`src/rtl/core/pn2d_mul.sv`:
```
// registered signed 33x33 multiplier shared by the lcg, hash mix, fade and blend
// does not use pn2d_pkg; no submodules
`timescale 1ns / 1ps
`default_nettype none
module pn2d_mul (
  input  wire logic               clk_i,
  input  wire logic signed [32:0] a_i,
  input  wire logic signed [32:0] b_i,
  output logic signed [65:0]      p_o
);
  logic signed [65:0] p_q;
  always_ff @(posedge clk_i) begin
    p_q <= a_i * b_i;
  end
  assign p_o = p_q;
endmodule
`default_nettype wire

```
`config.mk`:
```
export PLATFORM = sky130hd
export DESIGN_NAME = pn2d_mul
export DESIGN_NICKNAME = d
export VERILOG_FILES = /design/src/rtl/core/pn2d_mul.sv
export SDC_FILE = /design/constraint.sdc
export NUM_CORES = 2
export LEC_CHECK = 0
export BUFFER_PORTS_ARGS = -buffer_cell sky130_fd_sc_hd__buf_2
export CAP_MARGIN = 20
export CORE_MARGIN = 3
export CORE_UTILIZATION = 40
export DETAILED_ROUTE_END_ITERATION = 7
export GPL_TIMING_DRIVEN = 0
export PLACE_DENSITY = 0.62
export SLEW_MARGIN = 20
export SYNTH_ARGS = -nofsm -noshare
export SYNTH_HDL_FRONTEND = slang
export SYNTH_SLANG_ARGS = --single-unit
```
`constraint.sdc`:
```
create_clock -name clk_i -period 7.5 [get_ports clk_i]
set_clock_uncertainty 0.1 [all_clocks]
set_input_delay 0.75 -clock clk_i [delete_from_list [all_inputs] [get_ports clk_i]]
set_output_delay 0.75 -clock clk_i [all_outputs]
set_load 0.1 [all_outputs]
```
-- Word level (Yosys, flattened, before mapping)
Cells that the tools add are included.
Widths: inputs -> output; s select.
- register bits: 66
- latch bits: 0
- memory bits (writable): 0
- ROM bits: 0
- bits of input ports: 67
- output and inout bits: 66
- logic and storage cells: 2
- memories: 0
- add/subtract/negate cells: 0
- multipliers: 1
- div/mod/pow operators: 0
- magnitude comparators: 0
- eq/ne operators: 0
- shifts and indexed selects: 0
- mux-type cells: 0
- bitwise gates (word level): 0
- reduce and logical (&&, ||, !) cells: 0
- operator list (kind ; count):
    $mul 33x33->66 ; 1

-- Logic depth before layout (Yosys ltp)
- depth after elaboration: 1
- mapped depth: 27
- mapped depth without buffers: 26

-- Worst setup path after synthesis
Ideal clock, no wire load.
- path kind: input to register
- start point: input a_i[32]
- end point: register p_q[62] (netlist: p_o[62])
- setup time: 79 ps
- data arrival time: 7907 ps
- data required time: 7321 ps
- setup slack: -586 ps
- stages on the path: 23
- path buffers: 2
- cells stage by stage: clkbuf_1 > nand2_1 > inv_1 > fa_1 > fa_1 > fa_1 > fa_1 > fa_1 > fa_1 > fa_1 > inv_1 > fa_1 > inv_1 > ha_1 > clkbuf_1 > and3_1 > nand3_1 > nand2b_1 > a2111oi_4 > a211oi_4 > a21o_2 > a21o_1 > a211oi_2
- cells in the longest elaborated chain, start to end: 1
- ends and longest elaborated chain (element ; line ; source):
    start: declaration ; 7 ; input wire logic signed [32:0] a_i,
    $mul 33x33->66 ; 13 ; p_q <= a_i * b_i;
    end signal: assignment ; 13 ;
    end: declaration ; 11 ; logic signed [65:0] p_q;
No other way between the ends.

-- Worst setup path after layout
- start point: input a_i[23]
- end point: register p_q[58] (netlist: p_o[58])
The elaborated chain is that of the path after synthesis.

==> impl_metrics.py <==
metrics = {
    "synth": {
        "synthSimpleGateAreaFrac_pct": 15.78,
        "synth.distinct_cells": 80,
        "synth_area_per_cell_um2": 9.390,
        "synth_top_family_by_area": "adder cells",
        "synth_fa_ha_area_share_pct": 62.94,
        "synthXorXnorAreaFrac_pct": 1.462,
        "ys_async_sr_fraction_pct": 0,
        "ys_seq_area_share_pct": 3.244,
        "synthMuxAreaShare_pct": 0,
        "yosys_warnings": 0,
        "synth_compound_area_share_pct": 4.067,
        "synth_cells": 4338,
        "synth_seq_cells": 66,
        "mappedNetlistArea_mm2": 0.04073,
        "syn_nets": 5767,
        "synth_ff_type": "dfxtp_1",
        "synth_edf_count": 0,
    },
    "timing": {
        "final.period_utilization_pct": 102.5,
        "slew-limit-headroom_pct": 35.85,
        "setup_viol": 14,
        "fmax_mhz": 130.1,
        "rsz0062_at_grt": "yes",
        "tightest_slew_ps": 952.1,
        "hold_violations": 0,
        "finalSetupTns_ps": -883.3,
        "setup_slack_ps": -185.3,
        "drv_slew": 0,
        "period_minus_slack_ps": 7685,
    },
    "detailed_routing": {
        "wl_met2_um": 70240,
        "ant_nets": 0,
        "wl_per_cell_um": 25.72,
        "wl_met3_um": 15310,
        "top_layer": "met5",
        "vias_per_cell": 5.235,
        "drt_pass1_iterations": 6,
        "drt_iter0_drc": 2449,
        "vias": 31380,
        "met1_length_um": 58850,
        "wirelength_um": 154200,
        "drc_errors": 0,
    },
    "die": {
        "io_pins": 133,
        "row_count": 116,
        "die-height_um": 325.1,
        "dieArea_mm2": 0.1057,
        "design.core.area_mm2": 0.1006,
        "die_w_um": 325.1,
        "start_util_pct": 40.50,
    },
    "critical_path": {
        "crit_path_start": "a_i[23]",
        "worstPathMaxFanout": 6,
        "worstPathRequired_ps": 7690,
        "cp-end-kind": "flop",
        "startpoint_type": "input pin",
        "critPathKind": "in2reg",
        "worst_ep_arrival_time_ps": 7870,
    },
    "worst_hold_path": {
        "hold_path_end": "p_o[0]$_DFF_P_",
        "min_path_cells": 2,
        "min_path_type": "in2reg",
        "min-delay-start": "a_i[0]",
    },
    "global_route": {
        "grt_pass1_wl_um": 226100,
        "antenna_found_initial": 22,
        "track_usage_pct": 29.60,
        "overflow": 0,
        "grt_pass1_vias": 33630,
        "grt_start_max_net_pins": 27,
    },
    "placement": {
        "hpwl_um": 127600,
        "place_inst": 5827,
        "gp_congestion": 1.013,
        "port_buffers": 132,
    },
    "cts": {
        "htreeDepth": 3,
        "cts-root-buf": "clkbuf_16",
        "tritoncts": "built",
        "numCtsBuffers": 9,
        "cts.path.max_buffers": 2,
        "cts_sinks": 66,
        "cts_hold_buf": 0,
        "clk_pin_slew_ps": 70,
    },
    "outcome": {
        "violations": "setup timing",
        "status": "finished with violations",
    },
    "run": {
        "cap_violations": 0,
    },
    "final_layout": {
        "final_core_utilization_pct": 48.38,
        "fillCellCount": 9468,
        "largest_reg_flops": 66,
        "area_growth_pct": 19.45,
        "final_layout_size_suffix_gt1_share_pct": 17.17,
        "stdcell_count": 5994,
        "nNetsFinal": 6054,
    },
}
## kinds of logic (layout without fill, tap and decap cells)
group,Yosys count,count (layout)
other cells,0,7
buf+inv,1352,1644
simple gates,1271,1271
fa+ha+maj,1362,1362
flops,66,66
xor+xnor,68,68
compound gates,219,219
## cell usage after synthesis (25+ instances only)
library cell  count  area share [%]
o21ai_0          25            0.31
dfxtp_1          66             3.2
clkbuf_1        208             1.9
fa_1           1145              56
inv_1          1131              10
a21o_1           36            0.66
xnor2_1          43            0.92
nand3_1          25            0.31
and2_1          562             8.6
a21oi_1          57            0.70
nand2_1         551             5.1
xor2_1           25            0.54
nor2_1           68            0.63
ha_1            217             6.7
## layer usage
layer	vias up	global-route usage, %
li1	12950	-
met1	16440	39.12
met4	2	14.85
met2	1630	46.39
met3	356	6.045
met5	-	0
## cell usage in the layout (no fill, tap or decap), types with 29 or more instances in the layout
| cell type | instances |
|---|---|
| dfxtp_1 | 66 |
| fa_2 | 55 |
| clkbuf_4 | 36 |
| inv_2 | 39 |
| a21oi_1 | 35 |
| clkbuf_8 | 46 |
| ha_4 | 29 |
| buf_6 | 36 |
| nand2_1 | 536 |
| a21o_1 | 36 |
| clkbuf_16 | 70 |
| nor2_1 | 58 |
| xnor2_1 | 41 |
| fa_1 | 1090 |
| ha_1 | 183 |
| and2_1 | 538 |
| buf_4 | 152 |
| buf_2 | 89 |
| inv_1 | 1089 |
## through the flow
step / area, um2 / setup slack [ps] / hold WS [ps]
finish: 48660 / -185.3 / 682.7
global route: 48650 / -337.3 / 680.6
CTS: 47570 / -210.7 / 666.3
detailed placement: 43140 / -2733 / 1111
global placement: 43140 / -2767 / 1113
floorplan: 40780 / -39.35 / 777.3
## worst max-delay path by stage
stage	end	slack (ps)	depth (start not counted)
global placement	p_o[64]$_DFF_P_	-2770	21
global route	p_o[58]$_DFF_P_	-340	28
finish	p_o[58]$_DFF_P_	-190	28
detailed placement	p_o[64]$_DFF_P_	-2730	21
floorplan	p_o[62]$_DFF_P_	-40	22
CTS	p_o[62]$_DFF_P_	-210	25
## what timing repair did
action | CTS | global route
cloned | 4 | 3
pin swaps | 125 | 146
resized for setup | 825 | 229
endpoints found under the setup margin | 44 | 32
setup buffers | 94 | 53
## critical path, stage by stage
cell	delay, ps
buf_12	110
clkbuf_16	160
and2_4	160
fa_1	540
inv_2	40
fa_1	490
inv_2	40
fa_1	490
inv_2	70
fa_1	450
fa_1	500
inv_1	50
fa_1	470
fa_1	510
inv_2	50
fa_2	620
inv_2	70
ha_4	240
buf_6	120
a211o_1	250
a21o_1	190
a311o_1	360
a31o_1	240
a211oi_4	250
buf_12	190
a21oi_4	90
nor4b_2	270
a311oi_1	80
## cell type report
type	count	area, um2	area share, %
Buffer	212	3072	6.313
Multi-Input combinational cell	2920	35580	73.12
Sequential cell	66	1321	2.715
Clock buffer	10	239.0	0.4911
Clock inverter	6	66.31	0.1363
Inverter	1131	4254	8.743
Antenna cell	7	17.52	0.03600
Timing Repair Buffer	285	2410	4.953
Tap cell	1357	1698	3.489
Power is left out: the tool's default activity adds up to more than one toggle a clock period on the data nets, which glitch-free logic cannot reach.
