===== src/rtl/core/pn2d_pkg.sv =====
// package for the 2d gradient noise sampler
// holds widths, mix constants, sequencer states and shared helpers; no dependencies
`timescale 1ns / 1ps
`default_nettype none
package pn2d_pkg;
  localparam int unsigned FracBits  = 16;
  localparam int unsigned TableBits = 8;
  localparam int unsigned TableSize = 256;
  localparam logic [31:0] Mix1 = 32'd3284157443;
  localparam logic [31:0] Mix2 = 32'd1911520717;
  localparam logic [31:0] Mix3 = 32'd2048419325;
  localparam logic [30:0] LcgMod = 31'h7fffffff;
  localparam logic [15:0] LcgMul = 16'd48271;

  localparam logic ReqBuild  = 1'b0;
  localparam logic ReqSample = 1'b1;
  localparam logic [0:0] RegSeed   = 1'b0;
  localparam logic [0:0] RegRepeat = 1'b1;

  typedef enum logic [4:0] {
    StIdle,
    StFill,
    StLcgMul,
    StLcgRed,
    StModStep,
    StPick,
    StSwap,
    StWrapX,
    StWrapY,
    StMixA,
    StMixB,
    StMixC,
    StRd0,
    StRd1,
    StRd2,
    StRd3,
    StFadeA,
    StFadeB,
    StLerpA,
    StLerpB,
    StLerpC,
    StDone
  } state_e;

  typedef struct packed {
    logic busy;
    logic done;
  } status_t;

  function automatic logic [31:0] rot16(input logic [31:0] v);
    rot16 = {v[15:0], v[31:16]};
  endfunction
endpackage
`default_nettype wire


===== src/rtl/core/pn2d_divu.sv =====
// iterative restoring remainder unit, one quotient bit per cycle
// uses pn2d_pkg; shared by the pool draw and the cell wrap
`timescale 1ns / 1ps
`default_nettype none
module pn2d_divu (
  input  wire logic        clk_i,
  input  wire logic        rst_ni,
  input  wire logic        start_i,
  input  wire logic [47:0] num_i,
  input  wire logic [31:0] den_i,
  output pn2d_pkg::status_t stat_o,
  output logic [31:0]      rem_o
);
  logic [47:0] num_q, num_d;
  logic [32:0] rem_q, rem_d;
  logic [31:0] den_q, den_d;
  logic [5:0]  cnt_q, cnt_d;
  logic        busy_q, busy_d, done_q, done_d;
  logic [32:0] trial;
  logic [32:0] sh;

  always_comb begin
    num_d = num_q; rem_d = rem_q; den_d = den_q; cnt_d = cnt_q;
    busy_d = busy_q; done_d = 1'b0;
    sh = {rem_q[31:0], num_q[47]};
    trial = sh - {1'b0, den_q};
    if (start_i) begin
      num_d = num_i; den_d = den_i; rem_d = '0; cnt_d = 6'd48; busy_d = 1'b1;
    end else if (busy_q) begin
      num_d = {num_q[46:0], 1'b0};
      rem_d = trial[32] ? sh : trial;
      cnt_d = cnt_q - 6'd1;
      if (cnt_q == 6'd1) begin
        busy_d = 1'b0; done_d = 1'b1;
      end
    end
  end

  always_ff @(posedge clk_i or negedge rst_ni) begin
    if (!rst_ni) begin
      busy_q <= 1'b0; done_q <= 1'b0; cnt_q <= '0;
    end else begin
      busy_q <= busy_d; done_q <= done_d; cnt_q <= cnt_d;
    end
  end
  always_ff @(posedge clk_i) begin
    num_q <= num_d; rem_q <= rem_d; den_q <= den_d;
  end

  assign stat_o.busy = busy_q;
  assign stat_o.done = done_q;
  assign rem_o = rem_q[31:0];
endmodule
`default_nettype wire


===== config.mk =====
export PLATFORM = sky130hd
export DESIGN_NAME = pn2d_divu
export DESIGN_NICKNAME = d
export VERILOG_FILES = /design/src/rtl/core/pn2d_pkg.sv /design/src/rtl/core/pn2d_divu.sv
export SDC_FILE = /design/constraint.sdc
export NUM_CORES = 1
export LEC_CHECK = 0
export BUFFER_PORTS_ARGS = -buffer_cell sky130_fd_sc_hd__buf_2
export CAP_MARGIN = 30
export CORE_ASPECT_RATIO = 1.75
export CORE_MARGIN = 2
export CORE_UTILIZATION = 50
export CTS_CLUSTER_DIAMETER = 100
export DETAILED_ROUTE_END_ITERATION = 6
export PLACE_DENSITY = 0.72
export SLEW_MARGIN = 20
export SYNTH_ARGS = -nofsm -noshare
export SYNTH_HDL_FRONTEND = slang
export SYNTH_SLANG_ARGS = --single-unit

===== constraint.sdc =====
create_clock -name clk_i -period 3.39 [get_ports clk_i]
set_clock_uncertainty 0.15 [all_clocks]
set_input_delay 0.1695 -clock clk_i [delete_from_list [all_inputs] [get_ports clk_i]]
set_output_delay 0.1695 -clock clk_i [all_outputs]
set_load 0.01 [all_outputs]

; ---- Word-level counts from Yosys, hierarchy flattened
; Cells that the tools add are included.
[word_totals]
regBits = 120
in_bits = 83
output_inout_bits = 34
elab_cells = 21
[op_classes]
addsub = 2
eq_ne = 1
mux = 11
n_reduce_logical = 1
[op_table]
columns = cell, n
row1 = 2-to-1 mux 48 bit, 2
row2 = subtractor 33 x 32 -> 33 bit, 1
row3 = 2-to-1 mux 32 bit, 1
row4 = 2-to-1 mux 6 bit, 2
row5 = equality test 6 x 1 -> 1 bit (second input constant), 1
row6 = 2-to-1 mux 1 bit, 6
row7 = subtractor 6 x 1 -> 6 bit (second input constant), 1
row8 = nonzero test 2 bit, 1

; ---- Longest topological paths before layout
[logic_depth]
word_depth = 4
depth_mapped = 13
depth_no_buf = 11

; ---- Worst setup path before layout
; Ideal clock, no wire load.
[synth_path]
path_type = register to register
start = reg rem_q[5]
end = reg rem_q[10]
arrival_time_ps = 2549
required_ps = 3149
path_slack_ps = 600
path_stages_with_launch = 12
n_path_buf = 2
synth_period_minus_slack_ps = 2790
cell_sequence = dfxtp_1 > ha_1 > o21a_1 > o2111a_1 > o211ai_2 > nand4_1 > a211oi_4 > o32a_1 > buf_4 > buf_6 > nand3_1 > a311oi_1
[synth_via]
elab_chain_len = 2
[synth_lines]
columns = item, line
row1 = "start, declared", pn2d_divu.sv:15  ; logic [32:0] rem_q, rem_d;
row2 = "start signal, assigned", pn2d_divu.sv:47  ; num_q <= num_d; rem_q <= rem_d; den_q <= den_d;
row3 = subtractor 33 x 32 -> 33 bit, pn2d_divu.sv:26  ; trial = sh - {1'b0, den_q};
row4 = 2-to-1 mux 32 bit, pn2d_divu.sv:31  ; rem_d = trial[32] ? sh : trial;
; Every way passes these cells.
; A chain may end at the register's enable or synchronous reset.

; ---- Final worst setup path
[layout_path]
start = reg den_q[0]
end = reg rem_q[7]
[layout_via]
elab_chain_len = 2
[layout_lines]
columns = item, line
row1 = "start, declared", pn2d_divu.sv:16  ; logic [31:0] den_q, den_d;
row2 = "start signal, assigned", pn2d_divu.sv:47
row3 = subtractor 33 x 32 -> 33 bit, pn2d_divu.sv:26
row4 = 2-to-1 mux 32 bit, pn2d_divu.sv:31
; Every way passes these cells.

==> implementation parameters <==
Parameter                              Value

Run status
  Result of the run    complete, but fails checks
  Violations in the final reports    DRC

STA
  Tightest Pin Transition    0.607 ns
  Setup ws final    0.109 ns
  RSZ-0062 raised after global routing    false
  Share of the clock period used by the worst path    96.8%
  Highest Clock Rate    0.305 GHz
  Number of hold violations in the final report    0
  Number of setup violations in the final report    0
  Rel. slew slack    59.5%
  Final Max Slew Viols    0
  Final Critical Period    3.28 ns

Setup path
  Worst path max stage delay    0.44 ns
  CP arrival    3.38 ns
  Type of element launching the critical path    flip-flop
  Start-to-end type of the worst setup path    flip-flop to flip-flop
  Critical path's slowest cell    sky130_fd_sc_hd__nor2_2
  Critical path cell sequence    ha_1 > fa_1 > nand2b_1 > a21oi_2 > o211ai_2 > nand4_1 > a211oi_4 > buf_4 > a21bo_4 > nor2_2 > o221ai_1
  Worst Path Max Fanout    13
  Worst Setup SP    den_q[0]$_DFFE_PP_
  Launching point of the worst reg2reg path    den_q[0]$_DFFE_PP_
  Data required time at the worst endpoint    3.49 ns
  Crit end category    flip-flop

GRT
  Via count of the first global-routing pass    6116
  Most used routing layer    met2
  Sum of overflow across all layers after global routing    0
  Pin count of the biggest net entering global routing    49
  Met2 demand-to-capacity share in global routing    48.9%
  Wire length of the first global-routing pass    30300 um
  Gr usage total    26.0%
  Met1 Use GR    27.4%
  Met3 track demand over resource in global routing    5.28%
  Antenna violations before repair    0

Power
  Post-layout power    4.10 mW
  Largest vdd supply drop    0.345 mV
  LEAKAGE    4.02 nW
  PD cells    447 nW/um2

Final layout
  Layout-stage area growth over the synthesis result    32.5%
  Fraction of final layout cells sized beyond drive strength 1    26.2%
  Number of inserted diodes    0
  Net count, final    987
  Post-layout util    67.1%
  Cell Count, Final, Fillers Out    1059

CTS
  Worst-Skew Late Latency    0.41 ns
  Clock tree root buffer cell    sky130_fd_sc_hd__clkbuf_16
  Clock tree from TritonCTS    yes
  Htree depth    4
  CTS sink cnt    120
  Clock slew at reported path FFs    0.06 ns
  Max Root-Sink Buffers    2
  TritonCTS Buffers    17

Synth
  Largest family of logic cells by synthesized area    compound AO/OA/AOI/OAI gates
  Number of cells produced by synthesis    670
  Proportion of synthesized flip-flops having asynchronous set or reset    6.67%
  Number of warnings issued by yosys    0
  Post-synthesis compound-gate area fraction    17.1%
  Post-synth EDFFs    80
  Proportion of synthesized chip area in sequential cells    46.8%
  Post-synth design cell area    6940 um2
  Post-synthesis share of cell area spent on xor and xnor gates    3.28%
  Syn avg cell area    10.4 um2
  Leading register cell type out of synthesis    sky130_fd_sc_hd__edfxtp_1
  Fraction of synthesized area in multiplexers    8.39%
  Unique cell type count in the Yosys netlist    73
  Synthesized-area fraction occupied by adder cells    6.42%
  Register bit count reported by yosys    120
  Nets in the synthesized netlist    788
  Post-Synth Simple-Gate Area    13.2%

Route
  DRT Pass-1 Iters    7
  Wire length reported by the detailed router    19000 um
  DRC Markers    3
  Vias/cell    5.69
  Routed wirelength normalized by instance count    17.9 um
  Vias post-DR    6031
  Post-route ant nets    0
  Initial detailed-routing violation count    349

Floorplan
  Die width    93.0 um
  Area of the core region    13700 um2
  Total number of placement rows    57
  Die span in y    160 um
  Initial standard-cell utilization of the core    50.7%
  Die area    14900 um2
  Number of primary I/O pins    117

Place
  Post-Place Setup Slack    -0.0710 ns
  Placed cell count    943
  Final weighted congestion in routability-driven placement    0.918
  Dpl hpwl    12700 um
  Number of buffers added on ports    116

Worst hold path
  Min-Delay Startpoint    start_i
  Path type of the worst min-delay path    input port to flip-flop

Job
  Number of max-cap violations    0
through the flow:
| step | area [um2] | setup TNS [ns] | hold WS (ns) |
|---|---|---|---|
| CTS | 9170 | 0 | 0.00899 |
| global placement | 7730 | 0 | -0.132 |
| finish | 9190 | 0 | 0.0180 |
| detailed placement | 7730 | -0.100 | -0.130 |
| global route | 9190 | 0 | 0.0117 |
| floorplan | 6940 | 0 | -0.276 |
Yosys cell counts, types with 3 or more instances:
cell type | instances | area share, %
sky130_fd_sc_hd__a211oi_1 | 9 | 0.97
sky130_fd_sc_hd__a21boi_0 | 4 | 0.43
sky130_fd_sc_hd__a21o_1 | 21 | 2.3
sky130_fd_sc_hd__a21oi_1 | 33 | 2.4
sky130_fd_sc_hd__a311oi_1 | 17 | 2.1
sky130_fd_sc_hd__and2_1 | 7 | 0.63
sky130_fd_sc_hd__and3_1 | 4 | 0.36
sky130_fd_sc_hd__buf_2 | 3 | 0.22
sky130_fd_sc_hd__buf_4 | 3 | 0.32
sky130_fd_sc_hd__clkbuf_1 | 28 | 1.5
sky130_fd_sc_hd__dfrtp_1 | 8 | 2.9
sky130_fd_sc_hd__dfxtp_1 | 32 | 9.2
sky130_fd_sc_hd__edfxtp_1 | 80 | 35
sky130_fd_sc_hd__ha_1 | 34 | 6.1
sky130_fd_sc_hd__inv_1 | 42 | 2.3
sky130_fd_sc_hd__mux2_2 | 49 | 8.0
sky130_fd_sc_hd__mux2i_1 | 3 | 0.43
sky130_fd_sc_hd__nand2_1 | 46 | 2.5
sky130_fd_sc_hd__nand2b_1 | 10 | 0.90
sky130_fd_sc_hd__nand3_1 | 26 | 1.9
sky130_fd_sc_hd__nand4_1 | 13 | 1.2
sky130_fd_sc_hd__nor2_1 | 52 | 2.8
sky130_fd_sc_hd__nor2b_1 | 4 | 0.36
sky130_fd_sc_hd__nor3_1 | 10 | 0.72
sky130_fd_sc_hd__nor4_1 | 4 | 0.36
sky130_fd_sc_hd__o211ai_1 | 8 | 0.87
sky130_fd_sc_hd__o21a_1 | 5 | 0.54
sky130_fd_sc_hd__o21ai_0 | 34 | 2.5
sky130_fd_sc_hd__o21bai_1 | 3 | 0.32
sky130_fd_sc_hd__o221ai_1 | 5 | 0.63
sky130_fd_sc_hd__xnor2_1 | 16 | 2.0
sky130_fd_sc_hd__xor2_1 | 10 | 1.3
registers in the layout, indices dropped and copies added, names as in the netlist:
signal / count
num_q: 48
den_q: 32
rem_q: 32
cnt_q: 6
busy_q: 1
done_q: 1
report_power, final:
group          total, mW  switching [mW]  internal, mW
Combinational      0.501           0.241         0.261
Sequential          1.73          0.0458          1.68
Clock               1.87           0.689          1.18
Total               4.10           0.976          3.13
cell type report:
class                   instances  area [um2]
multi-input cells             470        3380
well taps                     177         221
clock buffers                  19         443
flip-flops and latches        120        3240
fillers                      1099        4500
inverters                      42         158
clock inverters                13         169
repair buffers                218        1580
placed cells by master (no fill, tap or decap), types with 21 or more instances in the layout:
cell type,instances
sky130_fd_sc_hd__a21o_1,21
sky130_fd_sc_hd__a21oi_1,31
sky130_fd_sc_hd__buf_2,115
sky130_fd_sc_hd__dfxtp_1,32
sky130_fd_sc_hd__dlygate4sd3_1,82
sky130_fd_sc_hd__edfxtp_1,80
sky130_fd_sc_hd__ha_1,34
sky130_fd_sc_hd__inv_1,41
sky130_fd_sc_hd__mux2_2,49
sky130_fd_sc_hd__nand2_1,46
sky130_fd_sc_hd__nand3_1,26
sky130_fd_sc_hd__nor2_1,51
sky130_fd_sc_hd__o21ai_0,34
critical path, delay by kind of cell, from the launching register on:
family,cells,cell delay (ns)
simple gates,3,0.83
flops,1,0.39
compound gates,5,0.95
fa+ha+maj,2,0.63
buf+inv,1,0.18
path summary, 6_finish.rpt:
path | to | slack (ns) | cells after the start
worst max-delay path | rem_q[7]$_SDFFE_PP0P_ | 0.11 | 11
worst min-delay path | cnt_q[2]$_DFFE_PN0P_ | 0.02 | 2
worst max register to register | rem_q[7]$_SDFFE_PP0P_ | 0.11 | 11
worst min register to register | rem_q[12]$_SDFFE_PP0P_ | 0.36 | 2
max in group asynchronous | cnt_q[5]$_DFFE_PN0P_ | 2.25 | 3
min in group asynchronous | cnt_q[2]$_DFFE_PN0P_ | 0.57 | 3
repair_timing:
item,CTS,global route
gates resized for setup,2,2
pin swaps,0,1
hold buffers,82,0
setup buffers,0,2
endpoints found under the hold margin,88,0
setup endpoints to repair,8,30
routing by layer:
metal	up-vias	wire length (um)
met2	232	10400
met3	40	961
met4	0	663
li1	2896	-
met5	-	0
met1	2863	6970
logic make-up after synthesis:
logic type               count (synthesis)
multiplexers                            52
adder cells (fa/ha/maj)                 35
buffers and inverters                   80
AND/OR/NAND/NOR                        189
AO/OA/AOI/OAI                          168
flip-flops                             120
XOR/XNOR                                26
Power figures use the tool's default switching activity.
